`src/rtl/hsvrgb_pkg.sv`:
```
// ----------------------------------------------------------------------------
// hsvrgb_pkg: shared constants and types for the HSV to RGB converter
// Holds the hue geometry constants, reciprocal constants and sector codes.
// ----------------------------------------------------------------------------
package hsvrgb_pkg;

  // Default fixed-point format of saturation, value and hue fraction.
  localparam int FRACTION_BITS_DEF = 8;

  // Hue geometry.
  localparam int HUE_DEG     = 360;
  localparam int SECTOR_DEG  = 60;
  localparam int CHAN_MAX    = 255;

  // Multiple of 360 added to the signed hue so that it becomes non-negative.
  localparam int HUE_OFFSET  = 92 * HUE_DEG;

  // x / 360 == (x * HUE_RECIP) >> HUE_RECIP_SHIFT, exact for x < 2^17.
  localparam int HUE_RECIP_SHIFT = 25;
  localparam int HUE_RECIP       = ((1 << HUE_RECIP_SHIFT) + HUE_DEG - 1) / HUE_DEG;

  // n / 60 estimate (low by at most one for n < 2^22).
  localparam int SECTOR_RECIP_SHIFT = 24;
  localparam int SECTOR_RECIP       = (1 << SECTOR_RECIP_SHIFT) / SECTOR_DEG;
  localparam int SECTOR_RECIP_W     = 19;

  // Hue sector, one per 60 degrees.
  typedef enum logic [2:0] {
    SEC_RED_YEL = 3'd0,
    SEC_YEL_GRN = 3'd1,
    SEC_GRN_CYN = 3'd2,
    SEC_CYN_BLU = 3'd3,
    SEC_BLU_MAG = 3'd4,
    SEC_MAG_RED = 3'd5
  } sector_t;

endpackage

```
`src/rtl/hsvrgb_hue_split.sv`:
```
// ----------------------------------------------------------------------------
// hsvrgb_hue_split: hue reduction pipeline
// Wraps a signed hue into 0..359, then splits it into a sector and a
// truncated fraction of the sector, over six register stages.
// ----------------------------------------------------------------------------
module hsvrgb_hue_split #(
  parameter int FRACTION_BITS = hsvrgb_pkg::FRACTION_BITS_DEF
) (
  input  logic                      clk,
  input  logic [5:0]                en,
  input  logic signed [15:0]        hue_degrees,
  output hsvrgb_pkg::sector_t       sector,
  output logic [FRACTION_BITS-1:0]  frac
);

  localparam int XW  = 17;
  localparam int NW  = 6 + FRACTION_BITS;
  localparam int PW5 = NW + hsvrgb_pkg::SECTOR_RECIP_W;
  localparam int RS  = hsvrgb_pkg::SECTOR_RECIP_SHIFT;
  localparam int HUE_RECIP_SHIFT_HI = hsvrgb_pkg::HUE_RECIP_SHIFT + 7;

  logic [XW-1:0]         x1_r, x2_r;
  logic [7:0]            qh2_r;
  logic [8:0]            r3_r;
  hsvrgb_pkg::sector_t   sec4_r, sec5_r, sec6_r;
  logic [5:0]            rem4_r, rem5_r;
  logic [FRACTION_BITS-1:0] fq5_r, f6_r;

  logic [XW-1:0]         x_nxt;
  logic [2*XW-1:0]       prod2;
  logic [XW-1:0]         r_full;
  hsvrgb_pkg::sector_t   sec_nxt;
  logic [8:0]            base_nxt;
  logic [8:0]            rem_full;
  logic [PW5-1:0]        prod5;
  logic [NW:0]           resid6;
  logic [FRACTION_BITS-1:0] f_nxt;

  // Stage 1: lift the hue into non-negative range.
  assign x_nxt = XW'(hue_degrees) + XW'(hsvrgb_pkg::HUE_OFFSET);

  // Stage 2: quotient by 360 through the reciprocal.
  assign prod2 = (2*XW)'(x1_r) * (2*XW)'(hsvrgb_pkg::HUE_RECIP);

  // Stage 3: remainder.
  assign r_full = x2_r - XW'(qh2_r) * XW'(hsvrgb_pkg::HUE_DEG);

  // Stage 4: sector by comparison.
  always_comb begin
    if (r3_r >= 9'(5 * hsvrgb_pkg::SECTOR_DEG)) begin
      sec_nxt  = hsvrgb_pkg::SEC_MAG_RED;
      base_nxt = 9'(5 * hsvrgb_pkg::SECTOR_DEG);
    end else if (r3_r >= 9'(4 * hsvrgb_pkg::SECTOR_DEG)) begin
      sec_nxt  = hsvrgb_pkg::SEC_BLU_MAG;
      base_nxt = 9'(4 * hsvrgb_pkg::SECTOR_DEG);
    end else if (r3_r >= 9'(3 * hsvrgb_pkg::SECTOR_DEG)) begin
      sec_nxt  = hsvrgb_pkg::SEC_CYN_BLU;
      base_nxt = 9'(3 * hsvrgb_pkg::SECTOR_DEG);
    end else if (r3_r >= 9'(2 * hsvrgb_pkg::SECTOR_DEG)) begin
      sec_nxt  = hsvrgb_pkg::SEC_GRN_CYN;
      base_nxt = 9'(2 * hsvrgb_pkg::SECTOR_DEG);
    end else if (r3_r >= 9'(hsvrgb_pkg::SECTOR_DEG)) begin
      sec_nxt  = hsvrgb_pkg::SEC_YEL_GRN;
      base_nxt = 9'(hsvrgb_pkg::SECTOR_DEG);
    end else begin
      sec_nxt  = hsvrgb_pkg::SEC_RED_YEL;
      base_nxt = '0;
    end
  end
  assign rem_full = r3_r - base_nxt;

  // Stage 5: fraction estimate, low by at most one.
  assign prod5 = (PW5'(rem4_r) << FRACTION_BITS) * PW5'(hsvrgb_pkg::SECTOR_RECIP);

  // Stage 6: correct the estimate.
  assign resid6 = ((NW + 1)'(rem5_r) << FRACTION_BITS)
                - (NW + 1)'(fq5_r) * (NW + 1)'(hsvrgb_pkg::SECTOR_DEG);
  assign f_nxt  = (resid6 >= (NW + 1)'(hsvrgb_pkg::SECTOR_DEG)) ? fq5_r + 1'b1 : fq5_r;

  always_ff @(posedge clk) begin
    if (en[0]) begin
      x1_r <= x_nxt;
    end
    if (en[1]) begin
      x2_r  <= x1_r;
      qh2_r <= prod2[HUE_RECIP_SHIFT_HI:hsvrgb_pkg::HUE_RECIP_SHIFT];
    end
    if (en[2]) begin
      r3_r <= r_full[8:0];
    end
    if (en[3]) begin
      sec4_r <= sec_nxt;
      rem4_r <= rem_full[5:0];
    end
    if (en[4]) begin
      sec5_r <= sec4_r;
      rem5_r <= rem4_r;
      fq5_r  <= prod5[RS+FRACTION_BITS-1:RS];
    end
    if (en[5]) begin
      sec6_r <= sec5_r;
      f6_r   <= f_nxt;
    end
  end

  assign sector = sec6_r;
  assign frac   = f6_r;

endmodule

```
`src/rtl/hsv_to_rgb_converter.sv`:
```
// ----------------------------------------------------------------------------
// hsv_to_rgb_converter: HSV to 8-bit RGB pixel converter
// Nine-stage pipeline: hue wrap and sector split, fixed-point p/q/t terms,
// sector selection and scaling to 0..255.
// ----------------------------------------------------------------------------
// Takes one pixel per clock unless the pipe is full and out_ready is low, and
// passes it through the nine register stages (hue wrap by reciprocal, sector
// split, fraction estimate and correction, then two multiply stages for the
// p/q/t terms and one for selection and scaling). Every stage carries its own
// valid bit and advances whenever the stage after it is empty or moving, so
// bubbles are squeezed out and the input keeps accepting beats while results
// wait at the output, until the whole pipe is full. Hue is any signed degree
// value and wraps modulo 360; saturation and brightness are signed fixed point
// with FRACTION_BITS fraction bits, clamped to 0..1. All truncation follows
// the usual fixed-point HSV formulas: p = v(1-s), q = v(1-sf), t = v(1-s(1-f)),
// channel = x * 255 >> FRACTION_BITS.
// ----------------------------------------------------------------------------
module hsv_to_rgb_converter #(
  parameter int FRACTION_BITS = hsvrgb_pkg::FRACTION_BITS_DEF
) (
  input  logic               clk,
  input  logic               rst_n,
  input  logic               in_valid,
  output logic               in_ready,
  input  logic signed [15:0] in_hue_degrees,
  input  logic signed [9:0]  in_saturation,
  input  logic signed [9:0]  in_brightness,
  output logic               out_valid,
  input  logic               out_ready,
  output logic [7:0]         out_red,
  output logic [7:0]         out_green,
  output logic [7:0]         out_blue
);

  localparam int NUM_STAGES = 9;
  localparam int FB  = FRACTION_BITS;
  localparam int ONE = 1 << FB;
  // Clamped s and v fit in VW bits: either ONE or the largest field value.
  localparam int VW  = (FB + 1 > 9) ? FB + 1 : 9;

  // Pipeline control: one valid bit per stage, enable rippled from the output.
  logic [NUM_STAGES-1:0] vld_r;
  logic [NUM_STAGES-1:0] en;

  always_comb begin
    en[NUM_STAGES-1] = !vld_r[NUM_STAGES-1] || out_ready;
    for (int k = NUM_STAGES - 2; k >= 0; k--) begin
      en[k] = !vld_r[k] || en[k+1];
    end
  end

  assign in_ready  = en[0];
  assign out_valid = vld_r[NUM_STAGES-1];

  always_ff @(posedge clk) begin
    if (!rst_n) begin
      vld_r <= '0;
    end else begin
      for (int k = 0; k < NUM_STAGES; k++) begin
        if (en[k]) begin
          vld_r[k] <= (k == 0) ? in_valid : vld_r[(k == 0) ? 0 : k - 1];
        end
      end
    end
  end

  // Hue path: stages 1..6 produce sector and fraction.
  hsvrgb_pkg::sector_t sec6;
  logic [FB-1:0]       f6;

  hsvrgb_hue_split #(
    .FRACTION_BITS(FRACTION_BITS)
  ) u_hue (
    .clk         (clk),
    .en          (en[5:0]),
    .hue_degrees (in_hue_degrees),
    .sector      (sec6),
    .frac        (f6)
  );

  // Stage 1: clamp saturation and brightness to 0..ONE.
  logic signed [VW:0] s_ext, v_ext;
  logic [VW-1:0]      s_nxt, v_nxt;

  assign s_ext = (VW + 1)'(in_saturation);
  assign v_ext = (VW + 1)'(in_brightness);

  always_comb begin
    if (s_ext < 0) begin
      s_nxt = '0;
    end else if (s_ext > (VW + 1)'(ONE)) begin
      s_nxt = VW'(ONE);
    end else begin
      s_nxt = s_ext[VW-1:0];
    end
    if (v_ext < 0) begin
      v_nxt = '0;
    end else if (v_ext > (VW + 1)'(ONE)) begin
      v_nxt = VW'(ONE);
    end else begin
      v_nxt = v_ext[VW-1:0];
    end
  end

  // Hold s and v alongside the hue path (stages 1..5).
  logic [VW-1:0] s_pipe_r [5];
  logic [VW-1:0] v_pipe_r [5];

  always_ff @(posedge clk) begin
    for (int k = 0; k < 5; k++) begin
      if (en[k]) begin
        s_pipe_r[k] <= (k == 0) ? s_nxt : s_pipe_r[(k == 0) ? 0 : k - 1];
        v_pipe_r[k] <= (k == 0) ? v_nxt : v_pipe_r[(k == 0) ? 0 : k - 1];
      end
    end
  end

  // Stage 6: p = v * (1 - s).
  logic [2*VW-1:0] p_prod;
  logic [VW-1:0]   p6_r, s6_r, v6_r;

  assign p_prod = (2*VW)'(v_pipe_r[4]) * ((2*VW)'(ONE) - (2*VW)'(s_pipe_r[4]));

  always_ff @(posedge clk) begin
    if (en[5]) begin
      p6_r <= p_prod[FB+VW-1:FB];
      s6_r <= s_pipe_r[4];
      v6_r <= v_pipe_r[4];
    end
  end

  // Stage 7: s * f and s * (1 - f).
  logic [VW+FB:0]      sf_prod, sg_prod;
  logic [VW-1:0]       a7_r, b7_r, p7_r, v7_r;
  hsvrgb_pkg::sector_t sec7_r;

  assign sf_prod = (VW + FB + 1)'(s6_r) * (VW + FB + 1)'(f6);
  assign sg_prod = (VW + FB + 1)'(s6_r) * ((VW + FB + 1)'(ONE) - (VW + FB + 1)'(f6));

  always_ff @(posedge clk) begin
    if (en[6]) begin
      a7_r   <= sf_prod[FB+VW-1:FB];
      b7_r   <= sg_prod[FB+VW-1:FB];
      p7_r   <= p6_r;
      v7_r   <= v6_r;
      sec7_r <= sec6;
    end
  end

  // Stage 8: q = v * (1 - s f), t = v * (1 - s (1 - f)).
  logic [2*VW-1:0]     q_prod, t_prod;
  logic [VW-1:0]       q8_r, t8_r, p8_r, v8_r;
  hsvrgb_pkg::sector_t sec8_r;

  assign q_prod = (2*VW)'(v7_r) * ((2*VW)'(ONE) - (2*VW)'(a7_r));
  assign t_prod = (2*VW)'(v7_r) * ((2*VW)'(ONE) - (2*VW)'(b7_r));

  always_ff @(posedge clk) begin
    if (en[7]) begin
      q8_r   <= q_prod[FB+VW-1:FB];
      t8_r   <= t_prod[FB+VW-1:FB];
      p8_r   <= p8_nxt_hold(p7_r);
      v8_r   <= v7_r;
      sec8_r <= sec7_r;
    end
  end

  function automatic logic [VW-1:0] p8_nxt_hold(input logic [VW-1:0] p);
    return p;
  endfunction

  // Stage 9: route terms by sector, scale by 255, drop the fraction.
  logic [VW-1:0]   r_sel, g_sel, b_sel;
  logic [VW+7:0]   r_scl, g_scl, b_scl;
  logic [7:0]      red_r, green_r, blue_r;

  always_comb begin
    case (sec8_r)
      hsvrgb_pkg::SEC_YEL_GRN: begin
        r_sel = q8_r; g_sel = v8_r; b_sel = p8_r;
      end
      hsvrgb_pkg::SEC_GRN_CYN: begin
        r_sel = p8_r; g_sel = v8_r; b_sel = t8_r;
      end
      hsvrgb_pkg::SEC_CYN_BLU: begin
        r_sel = p8_r; g_sel = q8_r; b_sel = v8_r;
      end
      hsvrgb_pkg::SEC_BLU_MAG: begin
        r_sel = t8_r; g_sel = p8_r; b_sel = v8_r;
      end
      hsvrgb_pkg::SEC_MAG_RED: begin
        r_sel = v8_r; g_sel = p8_r; b_sel = q8_r;
      end
      default: begin
        r_sel = v8_r; g_sel = t8_r; b_sel = p8_r;
      end
    endcase
  end

  assign r_scl = (VW + 8)'(r_sel) * (VW + 8)'(hsvrgb_pkg::CHAN_MAX);
  assign g_scl = (VW + 8)'(g_sel) * (VW + 8)'(hsvrgb_pkg::CHAN_MAX);
  assign b_scl = (VW + 8)'(b_sel) * (VW + 8)'(hsvrgb_pkg::CHAN_MAX);

  always_ff @(posedge clk) begin
    if (en[8]) begin
      red_r   <= r_scl[FB+7:FB];
      green_r <= g_scl[FB+7:FB];
      blue_r  <= b_scl[FB+7:FB];
    end
  end

  assign out_red   = red_r;
  assign out_green = green_r;
  assign out_blue  = blue_r;

  // An empty output stage must open the whole pipe to new beats.
  a_empty_out_opens_input: assert property (@(posedge clk) disable iff (!rst_n)
    !vld_r[NUM_STAGES-1] |-> in_ready)
    else $error("input stalled with empty output stage");

  // A stalled, occupied stage 5 keeps its beat.
  a_stall_keeps_beat: assert property (@(posedge clk) disable iff (!rst_n)
    (vld_r[4] && !en[4]) |=> vld_r[4])
    else $error("beat lost in stalled stage");

  // Zero brightness gives black.
  a_black_on_zero_value: assert property (@(posedge clk) disable iff (!rst_n)
    (en[8] && vld_r[7] && v8_r == '0) |=>
      (out_red == 8'd0 && out_green == 8'd0 && out_blue == 8'd0))
    else $error("nonzero channel with zero brightness");

endmodule
```
`config.mk`:
```
export PLATFORM = sky130hd
export DESIGN_NAME = hsv_to_rgb_converter
export DESIGN_NICKNAME = d
export VERILOG_FILES = /design/src/rtl/hsvrgb_pkg.sv /design/src/rtl/hsvrgb_hue_split.sv /design/src/rtl/hsv_to_rgb_converter.sv
export SDC_FILE = /design/constraint.sdc
export NUM_CORES = 2
export LEC_CHECK = 0
export CAP_MARGIN = 20
export CORE_UTILIZATION = 30
export CTS_CLUSTER_SIZE = 8
export DETAILED_ROUTE_END_ITERATION = 10
export DONT_BUFFER_PORTS = 1
export GPL_ROUTABILITY_DRIVEN = 0
export PLACE_DENSITY_LB_ADDON = 0.15
export RECOVER_POWER = 50
export REMOVE_ABC_BUFFERS = 1
export SLEW_MARGIN = 20
export SYNTH_ARGS = -nofsm -noshare
export SYNTH_HDL_FRONTEND = slang
export SYNTH_SLANG_ARGS = --single-unit
```
`constraint.sdc`:
```
create_clock -name clk -period 5.9 [get_ports clk]
set_input_delay 0 -clock clk [delete_from_list [all_inputs] [get_ports clk]]
set_output_delay 0 -clock clk [all_outputs]
set_load 0.05 [all_outputs]
```
==> out/metrics.cfg <==
[timing]
whs_ns = 0.0531
fmax_ghz = 0.174
period_share_pct = 97.3
worst_slew_pin_slew_ns = 2.18
drv_slew = 105
finalHoldViolations = 0
fin_crit_ns = 5.74
rsz0062_at_grt = yes
clock_skew_ns = 0.0349
timing.slew.headroom_pct = -45.2
setup_violations = 0

[floorplanning]
die_height_um = 341
io_pins = 66
core_area_sq_um = 113000
num_rows = 123
dieArea_sq_um = 116000
die_x_um = 341
start_util_pct = 30.4

[detailed_routing]
wire_per_inst_um = 14.8
drt_iter0_drc = 774
antenna_left = 0
viasPerCell = 4.34
dr.pass1.iters = 6
drc = 0
wirelength_mm = 74.1
num_vias = 21700

[critical_path]
crit_start = a7_r[3]
ff2ff_path_depth = 21
critPathKind = register to register
timing.rr.start = a7_r[3]
endpoint_kind = register
cp.required_ns = 6.24
crit_path_max_fanout = 3
worst_ep_arrival_time_ns = 6.08
cp-start-kind = register

[clock_tree]
cts.sinks = 305
clock_latency_ns = 0.60
path_clk_slew_ns = 0.06
clk_path_buf_depth = 3
htreeDepth = 2
cts_tree = yes
numCtsBuffers = 46
clock-root-buffer = clkbuf_16

[layout]
fill_cells = 11500
area_delta_synth_final_pct = 16.4
drive_gt1_share_pct = 10.3
fin_nets = 4465
diodes = 0
final_cells = 5008
multi_input_area_sq_um = 22900
regArea_sq_um = 9070
reg_top3 = s_pipe_r (45), v_pipe_r (45), u_hue.x1_r (17)

[logic_synthesis]
synthArstFlopShare_pct = 0
yosysWarnings = 0
yosysTopAreaCell = fa_1
synth_commonest_cells = inv_1 (759), ha_1 (486), fa_1 (454)
synth-edff-count = 296
synth.avg_cell_area_sq_um = 10.6
synth-seq-area-share_pct = 26.4
synth_top_area_share_pct = 26.4
yosys.cell_count.top_type = inv_1
synth.area.top_cells = fa_1 (26%), edfxtp_1 (26%), ha_1 (18%)
ys_ff_latch = 305
synthesis.area_sq_um = 34400
syn_inst = 3245
synthFlopType = edfxtp_1
synth_cell_type_count = 76

[placed_design]
place_inst = 4854
hpwlAfterDp_mm = 61.3
io_buffer_count = 0

[global_routing]
grt_pass1_wl_mm = 122
grt_pass1_vias = 23300
overflow = 0
grtUsageTotal_pct = 13.1
grt_max_degree = 40
antenna_found_initial = 1

[status]
violations = max-capacitance violations, max-slew violations
status = complete, but fails checks

[min_path]
hold_path_class = primary input to register
min_path_cells = 4
hp-start = in_hue_degrees[7]

[flow_run]
max-cap-violations = 3

-- critical path, stage by stage, from the launching register on --
cell and delay, ns:
edfxtp_1 0.39, nor2_2 0.16, nand3_2 0.09, or3_4 0.37
nor2_4 0.11, xnor2_2 0.07, buf_4 0.14, and2_4 0.15
fa_1 0.46, fa_1 0.54, fa_1 0.45, fa_1 0.58
inv_2 0.05, fa_1 0.52, inv_1 0.04, ha_2 0.18
or3_1 0.30, o31a_1 0.30, a41o_1 0.23, o21a_1 0.19
nor2_1 0.11, xnor2_1 0.07
-- final timing paths --
check,to,slack (ns)
worst max-delay path,q8_r[7],0.16
worst min-delay path,u_hue.x1_r[10],0.05
worst max register to register,q8_r[7],0.16
worst min register to register,v_pipe_r[0][34],0.41
-- layout make-up --
class	instances	area share, %
clock buffers	64	3.09
clock inverters	7	0.312
inverters	760	7.12
multi-input cells	2120	57.1
flip-flops and latches	305	22.6
well taps	1500	4.68
repair buffers	252	5.08
-- placed cells by master (no fill, tap or decap), types with 7 or more instances in the layout --
cell type / n
nor3_1: 24
nor2_1: 83
inv_2: 14
buf_6: 8
ha_1: 466
o21a_1: 32
ha_4: 15
fa_2: 7
a41o_1: 8
nor3_2: 7
mux2_2: 8
or2_2: 18
and2_0: 18
a211oi_1: 7
xnor2_1: 113
buf_4: 155
and2_1: 174
dlygate4sd3_1: 67
fa_1: 447
and3_1: 23
clkbuf_1: 36
a22oi_1: 9
dfxtp_1: 9
xnor2_2: 9
clkbuf_16: 46
o211ai_1: 7
nand2b_1: 12
nand3_1: 30
o21ai_0: 39
nor2b_1: 17
a221oi_1: 19
a21oi_1: 46
edfxtp_1: 296
nand2_1: 289
xor2_1: 39
inv_1: 742
a21o_1: 17
-- layer usage --
layer  up-vias  global-route usage (%)  share of wire, %  routed length [um]
met4         0                    3.27               2.2                1650
li1      10800                       -                 -                   -
met5         -                       0                 0                   0
met2       196                    23.1                50               36900
met1     10700                    16.9                46               33800
met3        98                    1.60               2.2                1660
-- logic make-up after synthesis --
logic type	Yosys count	synth area share, %
AO/OA/AOI/OAI	259	5.41
XOR/XNOR	167	4.25
AND/OR/NAND/NOR	743	10.6
flip-flops	305	26.4
adder cells (fa/ha/maj)	941	44.1
buffers and inverters	820	8.99
multiplexers	10	0.320
-- per-stage QoR --
step                      cell area, sq um  TNS (ns)  utilization (%)  setup slack [ns]
after CTS                            39400  -0.00362             34.8          -0.00362
after detailed placement             37300    -0.385             33.0            -0.101
after floorplan                      34200     -1.01                -            -0.261
after global routing                 40100    -0.275             35.4            -0.145
after global placement               37300   -0.0888             33.0           -0.0600
final                                40100         0             35.4             0.161
-- repair_timing --
action | CTS | global route
hold buffers | 67 | 0
gates cloned | 0 | 0
gates resized for setup | 5 | 121
setup buffers | 0 | 15
pin swaps | 3 | 50
endpoints found under the hold margin | 44 | 0
setup endpoints to repair | 6 | 29
Power is left out: the tool's default activity adds up to more than one toggle a clock period on the data nets, which glitch-free logic cannot reach.
